`src/design/kskn_pkg.sv`:
```
`timescale 1ns / 1ps

package kskn_pkg;

   typedef enum logic [3:0] {
      MODE_IDLE,
      MODE_NAME,
      MODE_NUM,
      MODE_LPAREN,
      MODE_GT,
      MODE_LT,
      MODE_COLON,
      MODE_COMMENT,
      MODE_STAR
   } mode_type;

   localparam logic [5:0] KIND_BAD     = 6'd0;
   localparam logic [5:0] KIND_END     = 6'd1;
   localparam logic [5:0] KIND_INT     = 6'd2;
   localparam logic [5:0] KIND_IDENT   = 6'd3;
   localparam logic [5:0] KIND_KW_BASE = 6'd4;
   localparam logic [5:0] KIND_UNDER   = 6'd23;
   localparam logic [5:0] KIND_LPAREN  = 6'd24;
   localparam logic [5:0] KIND_RPAREN  = 6'd25;
   localparam logic [5:0] KIND_COMMA   = 6'd26;
   localparam logic [5:0] KIND_PERIOD  = 6'd27;
   localparam logic [5:0] KIND_EQUAL   = 6'd28;
   localparam logic [5:0] KIND_GEQ     = 6'd29;
   localparam logic [5:0] KIND_GT      = 6'd30;
   localparam logic [5:0] KIND_LEQ     = 6'd31;
   localparam logic [5:0] KIND_LT      = 6'd32;
   localparam logic [5:0] KIND_ASSIGN  = 6'd33;
   localparam logic [5:0] KIND_COLON   = 6'd34;
   localparam logic [5:0] KIND_PLUS    = 6'd35;
   localparam logic [5:0] KIND_MINUS   = 6'd36;
   localparam logic [5:0] KIND_TIMES   = 6'd37;
   localparam logic [5:0] KIND_LBRACE  = 6'd38;
   localparam logic [5:0] KIND_RBRACE  = 6'd39;
   localparam logic [5:0] KIND_LBRACK  = 6'd40;
   localparam logic [5:0] KIND_RBRACK  = 6'd41;
   localparam logic [5:0] KIND_QUOTE   = 6'd42;
   localparam logic [5:0] KIND_BAR     = 6'd43;

   localparam logic [7:0] CH_LPAREN = 8'h28;
   localparam logic [7:0] CH_RPAREN = 8'h29;
   localparam logic [7:0] CH_STAR   = 8'h2A;
   localparam logic [7:0] CH_GT     = 8'h3E;
   localparam logic [7:0] CH_LT     = 8'h3C;
   localparam logic [7:0] CH_COLON  = 8'h3A;
   localparam logic [7:0] CH_EQUAL  = 8'h3D;
   localparam logic [7:0] CH_UNDER  = 8'h5F;

   localparam int NUM_KEYWORDS = 19;
   localparam int KW_MAX_CHARS = 7;

   // Keyword spellings, last character in the lowest byte.
   localparam logic [55:0] KW_TEXT [NUM_KEYWORDS] = '{
      56'("MODULE"), 56'("IF"), 56'("THEN"), 56'("ELIF"), 56'("ELSE"),
      56'("CONST"), 56'("FUNC"), 56'("PROC"), 56'("TYPE"), 56'("VAR"),
      56'("REPEAT"), 56'("UNTIL"), 56'("WHILE"), 56'("DO"), 56'("BEGIN"),
      56'("END"), 56'("ARRAY"), 56'("POINTER"), 56'("RECORD")
   };
   localparam int KW_LEN [NUM_KEYWORDS] = '{
      6, 2, 4, 4, 4, 5, 4, 4, 4, 3, 6, 5, 5, 2, 5, 3, 5, 7, 6
   };

   typedef struct packed {
      logic [7:0] char_code;
      logic       end_of_input;
   } req_type;

   typedef struct packed {
      logic [5:0]  token_kind;
      logic [49:0] number_value;
      logic [4:0]  ident_length;
      logic [63:0] ident_text_low;
      logic [63:0] ident_text_high;
      logic [7:0]  bad_char;
      logic        last_of_run;
   } rsp_type;

   typedef struct packed {
      logic [5:0]   kind;
      logic [49:0]  num;
      logic [4:0]   len;
      logic [127:0] text;
      logic [7:0]   bad;
   } tok_type;

   // Tokens caused by one input byte: one, or two when pair is set.
   typedef struct packed {
      logic    pair;
      tok_type t0;
      tok_type t1;
   } group_type;

   // Kind of a single-character symbol; bad for anything unexpected.
   function automatic logic [5:0] char_kind(input logic [7:0] c);
      logic [5:0] k;
      case (c)
         8'h5F:   k = KIND_UNDER;
         8'h28:   k = KIND_LPAREN;
         8'h29:   k = KIND_RPAREN;
         8'h2C:   k = KIND_COMMA;
         8'h2E:   k = KIND_PERIOD;
         8'h3D:   k = KIND_EQUAL;
         8'h3E:   k = KIND_GT;
         8'h3C:   k = KIND_LT;
         8'h3A:   k = KIND_COLON;
         8'h2B:   k = KIND_PLUS;
         8'h2D:   k = KIND_MINUS;
         8'h2A:   k = KIND_TIMES;
         8'h7B:   k = KIND_LBRACE;
         8'h7D:   k = KIND_RBRACE;
         8'h5B:   k = KIND_LBRACK;
         8'h5D:   k = KIND_RBRACK;
         8'h27:   k = KIND_QUOTE;
         8'h7C:   k = KIND_BAR;
         default: k = KIND_BAD;
      endcase
      return k;
   endfunction

   // Identifier or keyword kind for a name of len characters.
   function automatic logic [5:0] kw_lookup(input logic [4:0] len, input logic [127:0] text);
      logic [5:0] k;
      logic       hit;
      k = KIND_IDENT;
      for (int w = NUM_KEYWORDS - 1; w >= 0; w--) begin
         hit = (len == 5'(KW_LEN[w]));
         for (int i = 0; i < KW_MAX_CHARS; i++) begin
            if (i < KW_LEN[w]) begin
               hit = hit && (text[8*i +: 8] == KW_TEXT[w][8*(KW_LEN[w]-1-i) +: 8]);
            end
         end
         if (hit) begin
            k = KIND_KW_BASE + 6'(w);
         end
      end
      return k;
   endfunction

endpackage

```
`src/design/keyword_token_scanner.sv`:
```
`timescale 1ns / 1ps

// Streaming lexical scanner. Each req beat carries one ASCII byte or an end
// mark; each rsp beat carries one token, and last_of_run marks the final token
// caused by a given input beat. Whitespace and (* *) comments yield no token.
// A new input beat is taken every cycle as long as the two-entry token queue
// between the scanning front end and the output stage has room; an input beat
// that causes two tokens sends them as two rsp beats in turn. With rsp_ready
// high, the rate is one input beat per cycle with at most one token per beat.
// Digit runs are valued in the base held in the csr register (reset 10,
// clamped to 2..10), with one multiply-add on the accumulator per digit.
// Keywords are recognized in the output stage from the registered token.
// There is no clearing pass after reset.
module keyword_token_scanner #(
   parameter int MAX_NAME_CHARS = 16,
   parameter int MAX_DIGITS     = 15
) (
   input  logic               clock,
   input  logic               reset,
   input  logic               req_valid,
   output logic               req_ready,
   input  kskn_pkg::req_type  req_data,
   output logic               rsp_valid,
   input  logic               rsp_ready,
   output kskn_pkg::rsp_type  rsp_data,
   input  logic               csr_valid,
   output logic               csr_ready,
   input  logic [3:0]         csr_data
);

   logic [3:0] base_ff, base_in;
   logic       push, pop, full, empty;
   kskn_pkg::group_type push_data, pop_data;

   // The base register accepts a write beat in every cycle.
   assign csr_ready = 1'b1;
   assign base_in   = (csr_valid && csr_ready) ? csr_data : base_ff;

   always_ff @(posedge clock) begin
      if (reset) begin
         base_ff <= 4'd10;
      end else begin
         base_ff <= base_in;
      end
   end

   // Front end: mode machine, name buffer and digit accumulator.
   kskn_front #(
      .MAX_NAME_CHARS(MAX_NAME_CHARS),
      .MAX_DIGITS(MAX_DIGITS)
   ) u_front (
      .clock(clock),
      .reset(reset),
      .in_valid(req_valid),
      .in_ready(req_ready),
      .in_data(req_data),
      .base(base_ff),
      .queue_full(full),
      .push(push),
      .push_data(push_data)
   );

   // Token groups wait here so each side can stall on its own.
   kskn_queue u_queue (
      .clock(clock),
      .reset(reset),
      .push(push),
      .push_data(push_data),
      .full(full),
      .pop(pop),
      .pop_data(pop_data),
      .empty(empty)
   );

   // Output stage: keyword lookup, text masking and beat sequencing.
   kskn_back u_back (
      .clock(clock),
      .reset(reset),
      .queue_empty(empty),
      .pop_data(pop_data),
      .pop(pop),
      .out_valid(rsp_valid),
      .out_ready(rsp_ready),
      .out_data(rsp_data)
   );

endmodule

```
`src/design/kskn_queue.sv`:
```
`timescale 1ns / 1ps

module kskn_queue (
   input  logic                 clock,
   input  logic                 reset,
   input  logic                 push,
   input  kskn_pkg::group_type  push_data,
   output logic                 full,
   input  logic                 pop,
   output kskn_pkg::group_type  pop_data,
   output logic                 empty
);

   kskn_pkg::group_type entry_ff [2];
   logic       wr_ptr_ff, wr_ptr_in;
   logic       rd_ptr_ff, rd_ptr_in;
   logic [1:0] count_ff, count_in;

   assign full     = (count_ff == 2'd2);
   assign empty    = (count_ff == 2'd0);
   assign pop_data = entry_ff[rd_ptr_ff];

   always_comb begin
      wr_ptr_in = push ? ~wr_ptr_ff : wr_ptr_ff;
      rd_ptr_in = pop ? ~rd_ptr_ff : rd_ptr_ff;
      count_in  = count_ff + {1'b0, push} - {1'b0, pop};
   end

   always_ff @(posedge clock) begin
      if (reset) begin
         wr_ptr_ff <= 1'b0;
         rd_ptr_ff <= 1'b0;
         count_ff  <= 2'd0;
      end else begin
         wr_ptr_ff <= wr_ptr_in;
         rd_ptr_ff <= rd_ptr_in;
         count_ff  <= count_in;
      end
   end

   always_ff @(posedge clock) begin
      if (push) begin
         entry_ff[wr_ptr_ff] <= push_data;
      end
   end

endmodule

```
`src/design/kskn_front.sv`:
```
`timescale 1ns / 1ps

module kskn_front #(
   parameter int MAX_NAME_CHARS = 16,
   parameter int MAX_DIGITS     = 15
) (
   input  logic                 clock,
   input  logic                 reset,
   input  logic                 in_valid,
   output logic                 in_ready,
   input  kskn_pkg::req_type    in_data,
   input  logic [3:0]           base,
   input  logic                 queue_full,
   output logic                 push,
   output kskn_pkg::group_type  push_data
);

   kskn_pkg::mode_type mode_ff, mode_in, start_mode;
   logic [127:0] buf_ff, buf_in, buf_new;
   logic [4:0]   ncnt_ff, ncnt_in, ncnt_new;
   logic [49:0]  acc_ff, acc_in, acc_src, acc_new, acc_upd;
   logic [3:0]   dcnt_ff, dcnt_in, dcnt_new;
   logic         stop_ff, stop_in, stop_src, valued;

   logic [7:0] c;
   logic       eoi, accept;
   logic       is_dig, is_alp, is_sp, is_word;
   logic [3:0] base_eff, d, nidx;
   logic       cont, pend, start, let_add, dig_limit, name_limit;
   logic [5:0] sym;
   kskn_pkg::tok_type tok_f, tok_c, tok_s, tok_e;
   logic       c_v, s_v;

   assign c       = in_data.char_code;
   assign eoi     = in_data.end_of_input;
   assign in_ready = !queue_full;
   assign accept  = in_valid && in_ready;

   assign is_dig  = (c >= 8'h30) && (c <= 8'h39);
   assign is_alp  = ((c >= 8'h41) && (c <= 8'h5A)) || ((c >= 8'h61) && (c <= 8'h7A));
   assign is_sp   = (c == 8'h20) || ((c >= 8'h09) && (c <= 8'h0D));
   assign is_word = is_alp || is_dig || (c == kskn_pkg::CH_UNDER);
   assign sym     = kskn_pkg::char_kind(c);
   assign d       = c[3:0];
   assign base_eff = (base < 4'd2) ? 4'd2 : ((base > 4'd10) ? 4'd10 : base);

   always_comb begin
      case (mode_ff)
         kskn_pkg::MODE_NAME:    cont = is_word;
         kskn_pkg::MODE_NUM:     cont = is_dig;
         kskn_pkg::MODE_LPAREN:  cont = (c == kskn_pkg::CH_STAR);
         kskn_pkg::MODE_GT,
         kskn_pkg::MODE_LT,
         kskn_pkg::MODE_COLON:   cont = (c == kskn_pkg::CH_EQUAL);
         kskn_pkg::MODE_COMMENT,
         kskn_pkg::MODE_STAR:    cont = 1'b1;
         default:                cont = 1'b0;
      endcase
   end

   assign start = !eoi && !cont;
   assign pend  = (eoi || !cont) && (mode_ff != kskn_pkg::MODE_IDLE)
                  && (mode_ff != kskn_pkg::MODE_COMMENT) && (mode_ff != kskn_pkg::MODE_STAR);
   assign let_add = !eoi && (((mode_ff == kskn_pkg::MODE_NAME) && is_word) || (start && is_alp));

   // Digit datapath: one multiply by the narrow base and one add.
   assign acc_src   = start ? 50'd0 : acc_ff;
   assign stop_src  = start ? 1'b0 : stop_ff;
   assign valued    = !stop_src && (d < base_eff);
   assign acc_new   = acc_src * 50'(base_eff) + 50'(d);
   assign acc_upd   = valued ? acc_new : acc_src;
   assign dcnt_new  = (start ? 4'd0 : dcnt_ff) + 4'd1;
   assign dig_limit = (dcnt_new >= 4'(MAX_DIGITS));

   // Name datapath: the byte lands in its lane of the buffer.
   assign nidx       = start ? 4'd0 : ncnt_ff[3:0];
   assign ncnt_new   = {1'b0, nidx} + 5'd1;
   assign name_limit = (ncnt_new >= 5'(MAX_NAME_CHARS));

   always_comb begin
      buf_new = buf_ff;
      buf_new[8*nidx +: 8] = c;
   end

   always_comb begin
      if (is_dig) begin
         start_mode = dig_limit ? kskn_pkg::MODE_IDLE : kskn_pkg::MODE_NUM;
      end else if (is_alp) begin
         start_mode = name_limit ? kskn_pkg::MODE_IDLE : kskn_pkg::MODE_NAME;
      end else if (c == kskn_pkg::CH_LPAREN) begin
         start_mode = kskn_pkg::MODE_LPAREN;
      end else if (c == kskn_pkg::CH_GT) begin
         start_mode = kskn_pkg::MODE_GT;
      end else if (c == kskn_pkg::CH_LT) begin
         start_mode = kskn_pkg::MODE_LT;
      end else if (c == kskn_pkg::CH_COLON) begin
         start_mode = kskn_pkg::MODE_COLON;
      end else begin
         start_mode = kskn_pkg::MODE_IDLE;
      end
   end

   // Next state.
   always_comb begin
      if (eoi) begin
         mode_in = kskn_pkg::MODE_IDLE;
      end else begin
         case (mode_ff)
            kskn_pkg::MODE_NAME: begin
               if (is_word) mode_in = name_limit ? kskn_pkg::MODE_IDLE : kskn_pkg::MODE_NAME;
               else mode_in = start_mode;
            end
            kskn_pkg::MODE_NUM: begin
               if (is_dig) mode_in = dig_limit ? kskn_pkg::MODE_IDLE : kskn_pkg::MODE_NUM;
               else mode_in = start_mode;
            end
            kskn_pkg::MODE_LPAREN: begin
               mode_in = (c == kskn_pkg::CH_STAR) ? kskn_pkg::MODE_COMMENT : start_mode;
            end
            kskn_pkg::MODE_GT, kskn_pkg::MODE_LT, kskn_pkg::MODE_COLON: begin
               mode_in = (c == kskn_pkg::CH_EQUAL) ? kskn_pkg::MODE_IDLE : start_mode;
            end
            kskn_pkg::MODE_COMMENT: begin
               mode_in = (c == kskn_pkg::CH_STAR) ? kskn_pkg::MODE_STAR : kskn_pkg::MODE_COMMENT;
            end
            kskn_pkg::MODE_STAR: begin
               if (c == kskn_pkg::CH_RPAREN) mode_in = kskn_pkg::MODE_IDLE;
               else if (c == kskn_pkg::CH_STAR) mode_in = kskn_pkg::MODE_STAR;
               else mode_in = kskn_pkg::MODE_COMMENT;
            end
            default: mode_in = start_mode;
         endcase
      end
   end

   // Tokens: the one flushed from the held state, the one a continuing run
   // closes, the one the fresh byte starts, and the end mark.
   always_comb begin
      tok_f = '0;
      tok_c = '0;
      tok_s = '0;
      tok_e = '0;
      c_v   = 1'b0;
      s_v   = 1'b0;
      tok_e.kind = kskn_pkg::KIND_END;
      case (mode_ff)
         kskn_pkg::MODE_NAME: begin
            tok_f.kind = kskn_pkg::KIND_IDENT;
            tok_f.len  = ncnt_ff;
            tok_f.text = buf_ff;
            tok_c.kind = kskn_pkg::KIND_IDENT;
            tok_c.len  = ncnt_new;
            tok_c.text = buf_new;
            c_v        = name_limit;
         end
         kskn_pkg::MODE_NUM: begin
            tok_f.kind = kskn_pkg::KIND_INT;
            tok_f.num  = acc_ff;
            tok_c.kind = kskn_pkg::KIND_INT;
            tok_c.num  = acc_upd;
            c_v        = dig_limit;
         end
         kskn_pkg::MODE_LPAREN: begin
            tok_f.kind = kskn_pkg::KIND_LPAREN;
         end
         kskn_pkg::MODE_GT: begin
            tok_f.kind = kskn_pkg::KIND_GT;
            tok_c.kind = kskn_pkg::KIND_GEQ;
            c_v        = 1'b1;
         end
         kskn_pkg::MODE_LT: begin
            tok_f.kind = kskn_pkg::KIND_LT;
            tok_c.kind = kskn_pkg::KIND_LEQ;
            c_v        = 1'b1;
         end
         kskn_pkg::MODE_COLON: begin
            tok_f.kind = kskn_pkg::KIND_COLON;
            tok_c.kind = kskn_pkg::KIND_ASSIGN;
            c_v        = 1'b1;
         end
         default: begin
         end
      endcase
      if (is_sp) begin
         s_v = 1'b0;
      end else if (is_dig) begin
         tok_s.kind = kskn_pkg::KIND_INT;
         tok_s.num  = acc_upd;
         s_v        = dig_limit;
      end else if (is_alp) begin
         tok_s.kind = kskn_pkg::KIND_IDENT;
         tok_s.len  = ncnt_new;
         tok_s.text = buf_new;
         s_v        = name_limit;
      end else if ((c == kskn_pkg::CH_LPAREN) || (c == kskn_pkg::CH_GT)
                   || (c == kskn_pkg::CH_LT) || (c == kskn_pkg::CH_COLON)) begin
         s_v = 1'b0;
      end else begin
         tok_s.kind = sym;
         tok_s.bad  = (sym == kskn_pkg::KIND_BAD) ? c : 8'd0;
         s_v        = 1'b1;
      end
   end

   // Output group.
   always_comb begin
      push_data = '0;
      push      = 1'b0;
      if (eoi) begin
         push           = accept;
         push_data.pair = pend;
         push_data.t0   = pend ? tok_f : tok_e;
         push_data.t1   = tok_e;
      end else if (cont) begin
         push         = accept && c_v;
         push_data.t0 = tok_c;
      end else if (pend) begin
         push           = accept;
         push_data.pair = s_v;
         push_data.t0   = tok_f;
         push_data.t1   = tok_s;
      end else begin
         push         = accept && s_v;
         push_data.t0 = tok_s;
      end
   end

   always_comb begin
      acc_in  = (mode_in == kskn_pkg::MODE_NUM) ? acc_upd : 50'd0;
      stop_in = (mode_in == kskn_pkg::MODE_NUM) ? !valued : 1'b0;
      dcnt_in = (mode_in == kskn_pkg::MODE_NUM) ? dcnt_new : 4'd0;
      ncnt_in = (mode_in == kskn_pkg::MODE_NAME) ? ncnt_new : 5'd0;
      buf_in  = let_add ? buf_new : buf_ff;
   end

   always_ff @(posedge clock) begin
      if (reset) begin
         mode_ff <= kskn_pkg::MODE_IDLE;
         acc_ff  <= 50'd0;
         stop_ff <= 1'b0;
         dcnt_ff <= 4'd0;
         ncnt_ff <= 5'd0;
      end else if (accept) begin
         mode_ff <= mode_in;
         acc_ff  <= acc_in;
         stop_ff <= stop_in;
         dcnt_ff <= dcnt_in;
         ncnt_ff <= ncnt_in;
      end
   end

   always_ff @(posedge clock) begin
      if (accept) begin
         buf_ff <= buf_in;
      end
   end

endmodule

```
`src/design/kskn_back.sv`:
```
`timescale 1ns / 1ps

module kskn_back (
   input  logic                 clock,
   input  logic                 reset,
   input  logic                 queue_empty,
   input  kskn_pkg::group_type  pop_data,
   output logic                 pop,
   output logic                 out_valid,
   input  logic                 out_ready,
   output kskn_pkg::rsp_type    out_data
);

   kskn_pkg::group_type cur_ff, cur_in;
   logic              valid_ff, valid_in;
   logic              sub_ff, sub_in;
   logic              last, load;
   kskn_pkg::tok_type tok;
   logic [127:0]      text;

   assign out_valid = valid_ff;
   assign tok  = sub_ff ? cur_ff.t1 : cur_ff.t0;
   assign last = sub_ff || !cur_ff.pair;
   assign load = !valid_ff || (out_ready && last);
   assign pop  = load && !queue_empty;

   always_comb begin
      for (int i = 0; i < 16; i++) begin
         text[8*i +: 8] = (5'(i) < tok.len) ? tok.text[8*i +: 8] : 8'd0;
      end
   end

   always_comb begin
      out_data.token_kind = (tok.kind == kskn_pkg::KIND_IDENT)
                            ? kskn_pkg::kw_lookup(tok.len, tok.text) : tok.kind;
      out_data.number_value    = tok.num;
      out_data.ident_length    = tok.len;
      out_data.ident_text_low  = text[63:0];
      out_data.ident_text_high = text[127:64];
      out_data.bad_char        = tok.bad;
      out_data.last_of_run     = last;
   end

   always_comb begin
      cur_in   = cur_ff;
      valid_in = valid_ff;
      sub_in   = sub_ff;
      if (load) begin
         cur_in   = pop_data;
         valid_in = !queue_empty;
         sub_in   = 1'b0;
      end else if (out_ready) begin
         sub_in = 1'b1;
      end
   end

   always_ff @(posedge clock) begin
      if (reset) begin
         valid_ff <= 1'b0;
         sub_ff   <= 1'b0;
      end else begin
         valid_ff <= valid_in;
         sub_ff   <= sub_in;
      end
   end

   always_ff @(posedge clock) begin
      cur_ff <= cur_in;
   end

endmodule

```
`config.mk`:
```
export PLATFORM = sky130hd
export DESIGN_NAME = keyword_token_scanner
export DESIGN_NICKNAME = d
export VERILOG_FILES = /design/src/design/kskn_pkg.sv /design/src/design/keyword_token_scanner.sv /design/src/design/kskn_queue.sv /design/src/design/kskn_front.sv /design/src/design/kskn_back.sv
export SDC_FILE = /design/constraint.sdc
export NUM_CORES = 2
export LEC_CHECK = 0
export ABC_AREA = 1
export BUFFER_PORTS_ARGS = -buffer_cell sky130_fd_sc_hd__clkbuf_2
export CELL_PAD_IN_SITES_DETAIL_PLACEMENT = 0
export CELL_PAD_IN_SITES_GLOBAL_PLACEMENT = 1
export CORE_UTILIZATION = 47
export CTS_CLUSTER_SIZE = 8
export DETAILED_ROUTE_END_ITERATION = 10
export PLACE_DENSITY = 0.8
export SLEW_MARGIN = 30
export SYNTH_ARGS = -nofsm -noshare
export SYNTH_HDL_FRONTEND = slang
export SYNTH_SLANG_ARGS = --single-unit
```
`constraint.sdc`:
```
create_clock -name clock -period 27.5 [get_ports clock]
set_input_delay 1.375 -clock clock [delete_from_list [all_inputs] [get_ports clock]]
set_output_delay 1.375 -clock clock [all_outputs]
set_load 0.03 [all_outputs]
```
==> metrics.md <==
| Metric | Value |
|---|---|
| Die W | 376 um |
| CP required | 26.12 ns |
| Die footprint | 0.142 mm^2 |
| Asr flop ratio synth | 0 |
| Postcts setup bufs | 0 |
| PortBufs | 217 |
| I/O pins | 219 |
| RSZ-0062 raised after global routing | false |
| Vias in the first global route | 46840 |
| Skew final | 0.0622 ns |
| Worst Hold Slack | 0.444 ns |
| Core Region | 0.138 mm^2 |
| P_leak | 31.6 nW |
| Hold depth | 2 |
| Outcome | finished clean |
| Fin area | 0.0742 mm^2 |
| Crit. End Element | output pin |
| Die Y | 376 um |
| Core Rows | 136 |
| Pin count of the biggest net entering global routing | 206 |
| CTS H-Tree Depth | 4 |
| Via density | 5.40 |
| Cell area after placement | 0.0688 mm^2 |
| MaxCap Viol Count | 0 |
| Hold-fix buffers, CTS | 0 |
| Drt drc | 0 |
| Leading cell type in the layout, fill and taps excluded | nand2_1 |
| Fin crit share | 0.283 |
| Initial Util | 0.476 |
| CTS Buf Count | 193 |
| Sinks on Clock Net | 1387 |
| Share of post-route cells with drive strength above 1 | 0.0835 |
| Commonest non-fill, non-tap cells in the layout | nand2_1, edfxtp_1, nor2_1, inv_1, a21oi_1 |
| Flop2flop setup slack | 20.54 ns |
| Number of synthesis warnings | 0 |
| Slew HR | 0.229 |
| Hold path endpoint | u_front.ncnt_ff[4] |
| FF+latch count, synth | 1387 |
| Max Fanout on Critical Path | 104 |
| First-pass GRT wire length | 285000 um |
| Critical Path AT | 6.41 ns |
| Layout Utilization | 0.537 |
| Setup_tns | 0 ns |
| Power, Total | 0.00729 W |
| Cell Pwr Density | 98.3 mW/mm^2 |
| Fmax | 0.128 GHz |
| Synth top area share | 0.599 |
| Final Hold Viols | 0 |
| Fin crit period | 7.78 ns |
| Pre-Repair DR Iteration Count | 6 |
| Area grow syn2layout | 12.7% |
| Clock buffer depth | 3 |
| Detail Placement HPWL | 122000 um |
| Routed Wire Length | 189000 um |
| Synth cell types | 58 |
| Post-DRT Antenna Nets | 0 |
| Total track usage | 0.267 |
| Mapped Cells | 6738 |
| Worst r2r src | base_ff[3] |
| Synth Cell Area | 0.0658 mm^2 |
| Critical path startpoint category | flip-flop |
| Leading area contributor after synthesis | edfxtp_1 |
| EDFF count, synth | 1313 |
| Final setup violation count | 0 |
| R2R Path End | u_queue.entry_ff[0][369] |
| Root buffer cell | clkbuf_16 |
| Mean area per synthesized cell | 9.77 um^2 |
| Initial drt markers | 4087 |
| CTS tree | done |
| Clk_lat worst skew | 0.83 ns |
| Via count | 47863 |
| CP Class | flip-flop to output pin |
| Clock transition at path regs | 0.06 ns |
| Post-CTS Resized | 0 |
| Slew @ Worst Pin | 1.16 ns |
| Nets | 7149 |
| GRT Residual Overflow | 0 |
| Initial antenna violation count | 5 |
| Fin. max-slew vios | 0 |
| Synth Flop Type | edfxtp_1 |
| DR WL/cell | 21.4 um |
| Peak supply drop | 132 uV |
| Hold Crit Class | flip-flop to flip-flop |
| Worst Reg-to-Reg Cells | 21 |
| Routability cong. | 0.973 |
| Top cells by area, synth | edfxtp_1, nand2_1, nor2_1, inv_1, fa_1 |
| Register area share after synthesis | 0.621 |
| Hold_sp | u_front.ncnt_ff[4] |
-- final cells by class --
cell class                 count  area [um^2]
inverter                     536         2050
clock inverter                20          365
timing repair buffer         283         1730
tap                         1863         2330
fill                       12301        63900
sequential                  1387        40900
multi-input combinational   4527        21800
clock buffer                 239         5030
antenna                        1         2.50
-- layer usage --
metal  up-vias  wire [um]  part of all wire  GRT usage
li1      22684          -                 -          -
met1     23302      76800              0.41      0.337
met2      1503      95100              0.50      0.463
met3       368      10300             0.054     0.0383
met4         6       7200             0.038      0.103
met5         -         41           0.00022          0
-- flip-flops by register name, indices dropped and copies added (netlist names) --
register           cells
u_queue.entry_ff     790
u_back.cur_ff        395
u_front.buf_ff       128
u_front.acc_ff        50
u_front.ncnt_ff        5
base_ff                4
u_front.dcnt_ff        4
u_front.mode_ff        4
u_queue.count_ff       2
u_back.out_valid       1
u_back.sub_ff          1
u_front.stop_ff        1
u_queue.rd_ptr_ff      1
u_queue.wr_ptr_ff      1
-- cells by family (layout without fill, tap and decap cells) --
kind of cell	count (synthesis)	after routing	share of synthesized area
adder cells (fa/ha/maj)	203	203	0.0494
flip-flops	1387	1387	0.621
multiplexers	16	16	0.00243
AND/OR/NAND/NOR	3505	3505	0.211
other	2	6	0.000114
buffers and inverters	827	1078	0.0485
XOR/XNOR	36	36	0.00479
AO/OA/AOI/OAI	762	762	0.0627
-- worst max-delay path, cell delays in order (launching register included) --
cell,delay (ns)
dfxtp_4,0.90
inv_6,0.53
buf_12,0.41
nand2_1,0.17
nand2_1,0.24
nor2_1,0.66
inv_1,0.35
nor2_1,0.27
inv_1,0.26
nor2_1,0.35
inv_1,0.07
nor4_1,0.20
nand3_1,0.17
o311ai_0,0.23
nor2_1,0.08
nand3_1,0.11
nand2_1,0.05
nand2_1,0.13
clkbuf_2,0.23
-- report_power, final --
part | total [W] | leakage, nW | switching, W | internal, W
clock | 0.00215 | 2.61 | 0.000876 | 0.00127
sequential | 0.00311 | 13.5 | 0.000130 | 0.00298
combinational | 0.00203 | 15.5 | 0.00159 | 0.000440
total | 0.00729 | 31.6 | 0.00260 | 0.00469
-- stage by stage --
stage                     setup slack (ns)  std cells
after detailed placement             19.27       8595
after global routing                 19.50       8856
after floorplan                       6.03       6741
final                                19.72       8856
after CTS                            19.67       8854
after global placement               19.29       8593
-- cell usage after synthesis (7+ instances only) --
master    number
inv_2         16
buf_2         45
a21oi_1      271
nor3_1        59
dfxtp_1       74
xnor2_1       18
buf_4          8
edfxtp_1    1313
nor4_1        22
o21ai_1       77
xor2_1        18
a21o_1        17
nand2_2        7
or2_2         26
o21ai_0      258
a31oi_1       10
buf_1         13
o22ai_1       70
nor2_4         8
o21a_1        11
a21boi_0       7
nand3_1      156
and2_1        10
ha_1         108
o21bai_1      11
inv_1        517
mux2i_1       16
nor2_1       652
clkbuf_1     225
fa_1          95
nand2_1     2500
nand4_1       39
o211ai_1       7
-- worst max-delay path by stage --
stage	start	to	slack, ns	cells past startpoint
after global routing	u_back.sub_ff	rsp_data[196]	19.50	17
final	u_back.sub_ff	rsp_data[194]	19.72	18
after CTS	u_back.sub_ff	rsp_data[194]	19.67	18
after detailed placement	req_data[2]	u_queue.entry_ff[0][369]	19.27	28
after floorplan	req_data[7]	u_queue.entry_ff[0][0]	6.03	24
after global placement	req_data[4]	u_queue.entry_ff[1][269]	19.29	19
(Power assumes the default switching activity.)
